**src/rtl/lstq_pkg.sv**
```systemverilog
// Shared types and codes for the least-slack task queue.
package lstq_pkg;

  // Input commands
  localparam logic [1:0] CMD_INSERT   = 2'd0;
  localparam logic [1:0] CMD_DISPATCH = 2'd1;
  localparam logic [1:0] CMD_COMPLETE = 2'd2;
  localparam logic [1:0] CMD_NONE     = 2'd3;

  // Result kinds
  localparam logic [2:0] KIND_INSERTED   = 3'd0;
  localparam logic [2:0] KIND_DROPPED    = 3'd1;
  localparam logic [2:0] KIND_DISPATCHED = 3'd2;
  localparam logic [2:0] KIND_NOTHING    = 3'd3;
  localparam logic [2:0] KIND_FULL       = 3'd4;

  // Configuration register indexes
  localparam logic REG_FREQUENCY = 1'b0;
  localparam logic REG_SERVER    = 1'b1;

  // One waiting entry
  typedef struct packed {
    logic [48:0] key;
    logic [48:0] deadline;
    logic [15:0] id;
    logic [31:0] cycles;
  } entry_t;

  localparam int ENTRY_W = $bits(entry_t);

  // Controller to datapath commands
  typedef struct packed {
    logic       load;
    logic       ins_start;
    logic       rd_prev;
    logic       shift;
    logic       ins_write;
    logic       rd_head;
    logic       pop;
    logic       set_busy;
    logic       clr_busy;
    logic       emit;
    logic [2:0] kind;
    logic       last;
  } cmd_t;

  // Datapath to controller status
  typedef struct packed {
    logic [1:0] command;
    logic       full;
    logic       pos_zero;
    logic       prev_greater;
    logic       count_zero;
    logic       busy;
    logic       late;
    logic       out_free;
  } status_t;

endpackage

```
**src/rtl/lstq_ctrl.sv**
```systemverilog
// Controller: sequences insert, dispatch and completion over the datapath.
module lstq_ctrl (
  input  logic              clk,
  input  logic              rst,
  input  logic              in_valid,
  output logic              in_ready,
  input  lstq_pkg::status_t status,
  output lstq_pkg::cmd_t    cmd
);

  localparam logic [2:0] S_IDLE    = 3'd0;
  localparam logic [2:0] S_DECIDE  = 3'd1;
  localparam logic [2:0] S_INS_CHK = 3'd2;
  localparam logic [2:0] S_INS_CMP = 3'd3;
  localparam logic [2:0] S_INS_WR  = 3'd4;
  localparam logic [2:0] S_DSP_CHK = 3'd5;
  localparam logic [2:0] S_DSP_CMP = 3'd6;

  logic [2:0] state;
  logic [2:0] state_next;

  always_ff @(posedge clk) begin
    if (rst) begin
      state <= S_IDLE;
    end else begin
      state <= state_next;
    end
  end

  assign in_ready = (state == S_IDLE);

  // Next state and commands
  always_comb begin
    state_next = state;
    cmd        = '0;
    case (state)
      S_IDLE: begin
        if (in_valid) begin
          cmd.load   = 1'b1;
          state_next = S_DECIDE;
        end
      end
      S_DECIDE: begin
        case (status.command)
          lstq_pkg::CMD_INSERT: begin
            if (!status.full) begin
              cmd.ins_start = 1'b1;
              state_next    = S_INS_CHK;
            end else if (status.out_free) begin
              cmd.emit   = 1'b1;
              cmd.kind   = lstq_pkg::KIND_FULL;
              cmd.last   = 1'b1;
              state_next = S_IDLE;
            end
          end
          lstq_pkg::CMD_DISPATCH: begin
            if (!status.busy) begin
              state_next = S_DSP_CHK;
            end else if (status.out_free) begin
              cmd.emit   = 1'b1;
              cmd.kind   = lstq_pkg::KIND_NOTHING;
              cmd.last   = 1'b1;
              state_next = S_IDLE;
            end
          end
          lstq_pkg::CMD_COMPLETE: begin
            cmd.clr_busy = 1'b1;
            state_next   = S_IDLE;
          end
          default: begin
            state_next = S_IDLE;
          end
        endcase
      end
      S_INS_CHK: begin
        if (status.pos_zero) begin
          state_next = S_INS_WR;
        end else begin
          cmd.rd_prev = 1'b1;
          state_next  = S_INS_CMP;
        end
      end
      S_INS_CMP: begin
        if (status.prev_greater) begin
          cmd.shift  = 1'b1;
          state_next = S_INS_CHK;
        end else begin
          state_next = S_INS_WR;
        end
      end
      S_INS_WR: begin
        if (status.out_free) begin
          cmd.ins_write = 1'b1;
          cmd.emit      = 1'b1;
          cmd.kind      = lstq_pkg::KIND_INSERTED;
          cmd.last      = 1'b1;
          state_next    = S_IDLE;
        end
      end
      S_DSP_CHK: begin
        if (!status.count_zero) begin
          cmd.rd_head = 1'b1;
          state_next  = S_DSP_CMP;
        end else if (status.out_free) begin
          cmd.emit   = 1'b1;
          cmd.kind   = lstq_pkg::KIND_NOTHING;
          cmd.last   = 1'b1;
          state_next = S_IDLE;
        end
      end
      S_DSP_CMP: begin
        if (status.out_free) begin
          cmd.emit = 1'b1;
          cmd.pop  = 1'b1;
          if (status.late) begin
            cmd.kind   = lstq_pkg::KIND_DROPPED;
            state_next = S_DSP_CHK;
          end else begin
            cmd.kind     = lstq_pkg::KIND_DISPATCHED;
            cmd.last     = 1'b1;
            cmd.set_busy = 1'b1;
            state_next   = S_IDLE;
          end
        end
      end
      default: begin
        state_next = S_IDLE;
      end
    endcase
  end

endmodule

```
**config.mk**
```make
export PLATFORM = sky130hd
export DESIGN_NAME = lstq_ctrl
export DESIGN_NICKNAME = d
export VERILOG_FILES = /design/src/rtl/lstq_pkg.sv /design/src/rtl/lstq_ctrl.sv
export SDC_FILE = /design/constraint.sdc
export NUM_CORES = 1
export LEC_CHECK = 0
export BUFFER_PORTS_ARGS = -buffer_cell sky130_fd_sc_hd__buf_4
export CAP_MARGIN = 15
export CORE_AREA = 3 3 40 42
export CTS_CLUSTER_DIAMETER = 50
export DETAILED_ROUTE_END_ITERATION = 10
export DIE_AREA = 0 0 43 45
export MAX_ROUTING_LAYER = met4
export PLACE_DENSITY = 0.64
export SYNTH_ARGS = -nofsm -noshare
export SYNTH_HDL_FRONTEND = slang
export SYNTH_SLANG_ARGS = --single-unit
```
**constraint.sdc**
```tcl
create_clock -name clk -period 1.75 [get_ports clk]
set_input_delay 0.35 -clock clk [delete_from_list [all_inputs] [get_ports clk]]
set_output_delay 0.35 -clock clk [all_outputs]
set_load 0.02 [all_outputs]
```
==> Yosys cells after proc, flatten, opt, wreduce, memory -nomap -nowiden <==
Index checks and enable logic that the tools add are counted.
{ "op_classes": {"bitwise_logic": 0, "magnitude_cmp": 0, "reduce_logical": 3, "div_mod_pow": 0, "shifts": 0, "multipliers": 0, "n_eq_ne": 10, "add_sub_neg": 0, "muxes": 39} }
{ "ops": {"columns": ["cell", "n"], "rows": [
  ["$mux W5", 7],
  ["$mux W3", 9],
  ["$pmux W3 S7", 1],
  ["$pmux W5 S4", 1],
  ["$mux W1", 16],
  ["$pmux W5 S2", 1],
  ["$eq A3 B3 Y1 const B", 3],
  ["$eq A3 B2 Y1 const B", 2],
  ["$mux W2", 3],
  ["$pmux W3 S2", 1],
  ["$ne A2 B2 Y1 const B", 2],
  ["$eq A3 B1 Y1 const B", 1],
  ["$logic_not A3 Y1", 1],
  ["$eq A2 B1 Y1 const B", 1],
  ["$eq A2 B2 Y1 const B", 1],
  ["$logic_not A2 Y1", 1],
  ["$reduce_and A2 Y1", 1]
]} }
{ "word_totals": {"mem_bits_ro": 0, "latchBits": 0, "input_bits": 12, "elab_cells": 53, "ff_bits": 3, "memories": 0, "ramBits": 0} }

==> Logic depth before layout (Yosys ltp) <==
Gate-level depths: netlist of the first run.
{ "depth": {"word_depth": 4, "mapped_depth": 6, "ltp_nobuf": 5} }

==> Least setup slack after synthesis of the first run <==
No wires, ideal clock.
{ "synth_path": {"kind": "register to output", "startpoint": "register state[2]", "endpoint": "output port cmd[13] in the netlist's numbering", "t_arrival_ps": 1400, "path_buffers": 2, "t_required_ps": 1400, "stages_incl_launch_ff": 5, "slack_ps": 0, "path_cell_list": "dfxtp_1 > buf_6 > buf_2 > nor3_1 > and2_1"} }
{ "synth_lines": {"columns": ["item", "line", "rtl"], "rows": [
  ["start, declared", "lstq_ctrl.sv:19", "logic [2:0] state;"],
  ["start signal, assigned", "lstq_ctrl.sv:26", "state <= state_next;"],
  ["end, declared", "lstq_ctrl.sv:8", "output lstq_pkg::cmd_t cmd"]
]} }

==> impl_metrics.py, run 1 <==
metrics = {
    "die": {
        "io_pins": 27,
        "die_area_mm2": 0.00194,
        "die_x_um": 43,
        "core_area_mm2": 0.00128,
        "die_h_um": 45,
        "row_count": 13,
        "start_util": 0.361,
    },
    "worst_setup_path": {
        "crit_chain": "nor4b_4 > nand2_1 > o22a_1 > o21ai_1 > buf_4",
        "r2r_cells": 6,
        "required_ns": 1.40,
        "r2r-start": "state[2]",
        "start_kind": "register",
        "cp_max_fo": 4,
        "r2r-end": "state[2]",
        "critPathKind": "reg2out",
        "slowest_delay_ns": 0.36,
        "cp-end-kind": "output pin",
        "arrival_ns": 1.41,
        "cp-startpoint": "state[2]",
        "slowest_stage": "dfxtp_4",
        "rrSetupSlack_ns": 0.39,
    },
    "finish": {
        "final_common_cell": "buf_4",
        "reg_top3": "state (3)",
        "regMostFlops": "state",
        "drive_above_1_share": 0.495,
        "fillers": 125,
        "area_growth_pct": 71.4,
        "largest_reg_flops": 3,
        "final_nets": 114,
        "layout_common_cells": "buf_4, nand2_1, nor3_1, nand2b_1, a21oi_1",
        "diodes": 0,
        "fin_cells": 116,
        "fin_area_um2": 796,
    },
    "timing": {
        "slew_headroom": 0.784,
        "clock-skew-final_ns": 0.000648,
        "tightestPinTransition_ns": 0.321,
        "setup_ws_ns": -0.00602,
        "grt_setup_unrepaired": "true",
        "fin_crit_ns": 1.76,
        "max_freq_mhz": 569,
        "finalSetupTns_ns": -0.00602,
        "hold_viol": 0,
        "setup_viol": 1,
        "final_max_slew_viol_count": 0,
        "min_period_over_period": 1.00,
    },
    "clocking": {
        "cts_tree": "yes",
        "clk_latency_ns": 0.23,
        "cts_buffer_depth": 2,
        "clk_pin_slew_ns": 0.04,
        "cts_root_buf": "clkbuf_4",
        "cts_buffers": 3,
        "hold_buffers": 0,
        "clock_sinks": 3,
        "htree_num_levels": 1,
    },
    "hold_path": {
        "hold_start": "rst",
        "whs_path_depth": 2,
        "hold_end": "state[1]",
        "hp-class": "in2reg",
    },
    "yosys": {
        "synth-seq-cells": 3,
        "yosys_warnings": 0,
        "synth_top_area_share": 0.129,
        "synth_top_area_cell": "dfxtp_1",
        "syn_inst": 66,
        "yosysUniqueCellTypes": 30,
        "yosys-top-cells-area": "dfxtp_1, nand2_1, nand2b_1, nor3_1, nor4b_4",
        "synth_nets": 78,
        "avgSynthCellArea_um2": 7.03,
        "syn_area_um2": 464,
        "yosysSeqAreaShare": 0.129,
    },
    "power": {
        "vdd_ir_drop_max_mv": 0.191,
        "power_density_mw_per_mm2": 440,
        "power.total_w": 0.000350,
        "p_leak_nw": 0.351,
    },
    "grt": {
        "grt_max_degree": 15,
        "antenna_found_initial": 0,
        "grt_pass1_vias": 518,
        "grt_pass1_wl_um": 2160,
        "grtUsageTotal": 0.146,
        "grt-ovfl-total": 0,
    },
    "place": {
        "post_dp_cell_area_um2": 686,
        "gp_congestion": 0.746,
        "dp_hpwl_um": 1050,
        "numPlacedInstances": 107,
        "port_buffers": 26,
    },
    "routing": {
        "routedWlPerCell_um": 12.3,
        "num_vias": 622,
        "dr.pass1.iters": 6,
        "drt_iter0_drc": 17,
        "drt_wl_total_um": 1430,
        "drc": 0,
        "postRouteAntennaNets": 0,
        "via_per_inst": 5.36,
    },
    "outcome": {
        "outcome": "finished with violations",
        "violations": "setup timing",
    },
    "flow_run": {
        "cap_violations": 0,
    },
}
[worst max-delay path, delay by kind of cell, from the launching register on]
kind | cells | cell delay, ns
buffers and inverters | 1 | 0.15
flip-flops | 1 | 0.36
AO/OA/AOI/OAI | 2 | 0.26
AND/OR/NAND/NOR | 2 | 0.40
[per-layer routing]
layer | vias up | track usage | wire (um)
li1 | 316 | - | -
met1 | 283 | 0.194 | 668
met2 | 23 | 0.240 | 667
met3 | 0 | 0.0159 | 93
met4 | 0 | 0.0361 | 0
met5 | - | - | 0
[per-stage QoR]
stage / hold WS (ns) / worst slack, ns / utilization
2_1_floorplan: 0.412 / 0.00000355 / -
5_1_grt: 0.274 / -0.0813 / 0.619
3_5_place_dp: 0.532 / 0.130 / 0.534
4_1_cts: 0.275 / -0.0213 / 0.573
6_report: 0.281 / -0.00602 / 0.619
3_3_place_gp: 0.527 / 0.138 / 0.534
[area by class of cell]
cell class / count / area [um2] / share of cell area
multi-input cells: 55 / 393 / 0.494
flip-flops and latches: 3 / 65.1 / 0.0818
clock buffers: 4 / 26.3 / 0.0330
repair buffers: 36 / 282 / 0.354
well taps: 15 / 18.8 / 0.0236
inverters: 3 / 11.3 / 0.0142
[synthesized netlist by cell type]
master	count
nor2_1	4
nor3_1	5
buf_6	1
o22a_1	1
and2_1	1
nor3b_4	1
a31oi_1	3
a211o_1	1
nor4b_4	1
a311o_1	1
nor3_4	1
o211ai_1	1
nor4b_1	1
a21oi_1	4
nor2b_1	3
nand2b_1	5
o32a_1	1
dfxtp_1	3
nand3b_1	1
clkbuf_1	1
a21oi_2	1
inv_1	3
nand3_1	1
mux2i_1	1
o21ai_0	4
nor4_1	1
buf_2	3
nand2_1	9
o221ai_1	2
nor2_2	1
[worst max path at each step]
stage               to  slack (ns)  cells after the start
2_1_floorplan  cmd[13]    0.000004                      4
3_3_place_gp    cmd[2]        0.14                      6
3_5_place_dp    cmd[2]        0.13                      6
4_1_cts         cmd[2]       -0.02                      5
5_1_grt         cmd[2]       -0.08                      5
6_report        cmd[2]      -0.006                      5
[kinds of logic after synthesis]
| kind of cell | Yosys count | synth area share |
|---|---|---|
| DFF | 3 | 0.129 |
| muxes | 1 | 0.0216 |
| AOI/OAI and AO/OA | 19 | 0.280 |
| and+or+nand+nor | 35 | 0.480 |
| buffers and inverters | 8 | 0.0889 |
[repair_timing]
| action | 4_1_cts | 5_1_grt |
|---|---|---|
| setup buffers | 2 | 3 |
| gates resized for setup | 6 | 8 |
| endpoints found under the setup margin | 6 | 5 |
| pin swaps | 4 | 3 |
[where the power goes]
part	leakage, nW	internal (W)	switching [W]
Clock	0.0150	0.0000857	0.0000400
Sequential	0.0258	0.0000712	0.00000515
Combinational	0.311	0.0000749	0.0000733
Note: power is estimated with default switching activity, not from simulation.
==> run 2: changes to the inputs <==
PLACE_DENSITY = 0.67   (was 0.64)
SKIP_LAST_GASP = 1   (was unset)
clock period = 1.5 ns   (was 1.75 ns; I/O delays follow)
==> impl_metrics.py, run 2 (synthesis gave the netlist of run 1 again) <==
metrics = {
    "outcome": {
        "outcome": "finished with violations",
        "violations": "setup timing",
    },
    "grt": {
        "grt-ovfl-total": 0,
        "grt_pass1_vias": 666,
        "grtUsageTotal": 0.211,
        "grt_max_degree": 11,
        "grt_pass1_wl_um": 2980,
        "antenna_found_initial": 0,
    },
    "die": {
        "die_h_um": 45,
        "start_util": 0.361,
        "core_area_mm2": 0.00128,
        "row_count": 13,
        "die_x_um": 43,
        "die_area_mm2": 0.00194,
        "io_pins": 27,
    },
    "finish": {
        "layout_common_cells": "buf_4, buf_6, nand2_1",
        "reg_top3": "state (3)",
        "fin_cells": 126,
        "area_growth_pct": 109,
        "final_nets": 124,
        "fin_area_um2": 968,
        "fin_util": 0.754,
        "largest_reg_flops": 3,
        "regMostFlops": "state",
        "drive_above_1_share": 0.649,
        "final_common_cell": "buf_4",
        "diodes": 0,
    },
    "place": {
        "dp_hpwl_um": 1230,
        "post_dp_cell_area_um2": 746,
        "port_buffers": 26,
        "numPlacedInstances": 113,
        "gp_congestion": 0.802,
    },
    "routing": {
        "num_vias": 701,
        "via_per_inst": 5.56,
        "drt_iter0_drc": 20,
        "routedWlPerCell_um": 14.5,
        "postRouteAntennaNets": 0,
        "dr.pass1.iters": 4,
        "drc": 0,
        "drt_wl_total_um": 1830,
    },
    "clocking": {
        "clock_sinks": 3,
        "cts_buffers": 3,
        "clk_pin_slew_ns": 0.04,
        "cts_tree": "yes",
        "cts_buffer_depth": 2,
        "clk_latency_ns": 0.24,
        "hold_buffers": 0,
        "cts_root_buf": "clkbuf_4",
        "htree_num_levels": 1,
    },
    "worst_setup_path": {
        "cp_max_fo": 4,
        "r2r-end": "state[0]",
        "start_kind": "register",
        "r2r_cells": 6,
        "cp-end-kind": "output pin",
        "cp-startpoint": "state[2]",
        "arrival_ns": 1.38,
        "critPathKind": "reg2out",
        "required_ns": 1.20,
        "rrSetupSlack_ns": 0.04,
        "crit_end": "cmd[12]",
        "r2r-start": "state[0]",
    },
    "timing": {
        "max_freq_mhz": 595,
        "slew_headroom": 0.834,
        "fin_crit_ns": 1.68,
        "hold_ws_ns": 0.226,
        "clock-skew-final_ns": 0.00275,
        "setup_viol": 11,
        "hold_viol": 0,
        "grt_setup_unrepaired": "true",
        "final_max_slew_viol_count": 0,
        "tightestPinTransition_ns": 0.247,
        "setup_ws_ns": -0.181,
        "min_period_over_period": 1.12,
    },
    "power": {
        "p_leak_nw": 0.440,
        "power.net_switching_w": 0.000164,
        "pwr-share-comb": 0.501,
        "power_density_mw_per_mm2": 489,
        "pwr-share-seq": 0.188,
        "vdd_ir_drop_max_mv": 0.251,
        "intPower_w": 0.000310,
        "clock_power_share": 0.311,
        "switching_share": 0.346,
    },
    "flow_run": {
        "cap_violations": 0,
    },
    "hold_path": {
        "hp-class": "in2reg",
    },
}
run 2: cell count changes in the layout (fill, tap and decap cells not counted), sizes merged:
cell,delta
buf,+10
run 2: area by class of cell:
cell class	instances	area (um2)
Clock buffer	4	26.3
Tap cell	15	18.8
Fill cell	108	317
Multi-Input combinational cell	55	463
Timing Repair Buffer	46	383
Inverter	3	11.3
Sequential cell	3	66.3
run 2: metal layers:
layer / GRT usage / part of all wire
met5: - / 0
met4: 0.0361 / 0
met3: 0.0478 / 0.075
met2: 0.347 / 0.49
met1: 0.270 / 0.44
run 2: metrics by stage:
stage / setup TNS, ns / worst slack (ns) / power (W)
after floorplan: -0.00568 / -0.00568 / 0.000175
after detailed placement: 0 / 0.0135 / 0.000258
after global placement: 0 / 0.00632 / 0.000255
after CTS: -1.39 / -0.175 / 0.000467
final: -1.26 / -0.181 / 0.000474
after global routing: -2.02 / -0.249 / 0.000505
run 2: power by group through the flow:
stage	Clock [W]	Combinational (W)	Sequential [W]
6_report	0.000148	0.000237	0.0000890
5_1_grt	0.000160	0.000255	0.0000896
4_1_cts	0.000154	0.000224	0.0000885
3_5_place_dp	0	0.000167	0.0000909
3_3_place_gp	0	0.000164	0.0000910
2_1_floorplan	0	0.0000843	0.0000907
run 2: worst min-delay path by stage:
stage	endpoint	cells after the start	slack, ns	start
6_report	state[1]	2	0.23	rst
5_1_grt	state[1]	2	0.22	rst
4_1_cts	state[1]	2	0.22	rst
3_5_place_dp	state[1]	2	0.48	rst
3_3_place_gp	state[1]	2	0.48	rst
2_1_floorplan	state[1]	1	0.36	rst
run 2: repair_timing:
item | CTS | global route
setup buffers | 10 | 2
pin swaps | 11 | 11
endpoints found under the setup margin | 15 | 18
resized for setup | 23 | 9
hold endpoints to repair | 0 | 0
run 2: worst max-delay path: stages (launching register included):
cell and delay, ns:
dfxtp_4 0.36, nor4b_4 0.27, buf_4 0.17, nor3b_4 0.20, buf_6 0.14
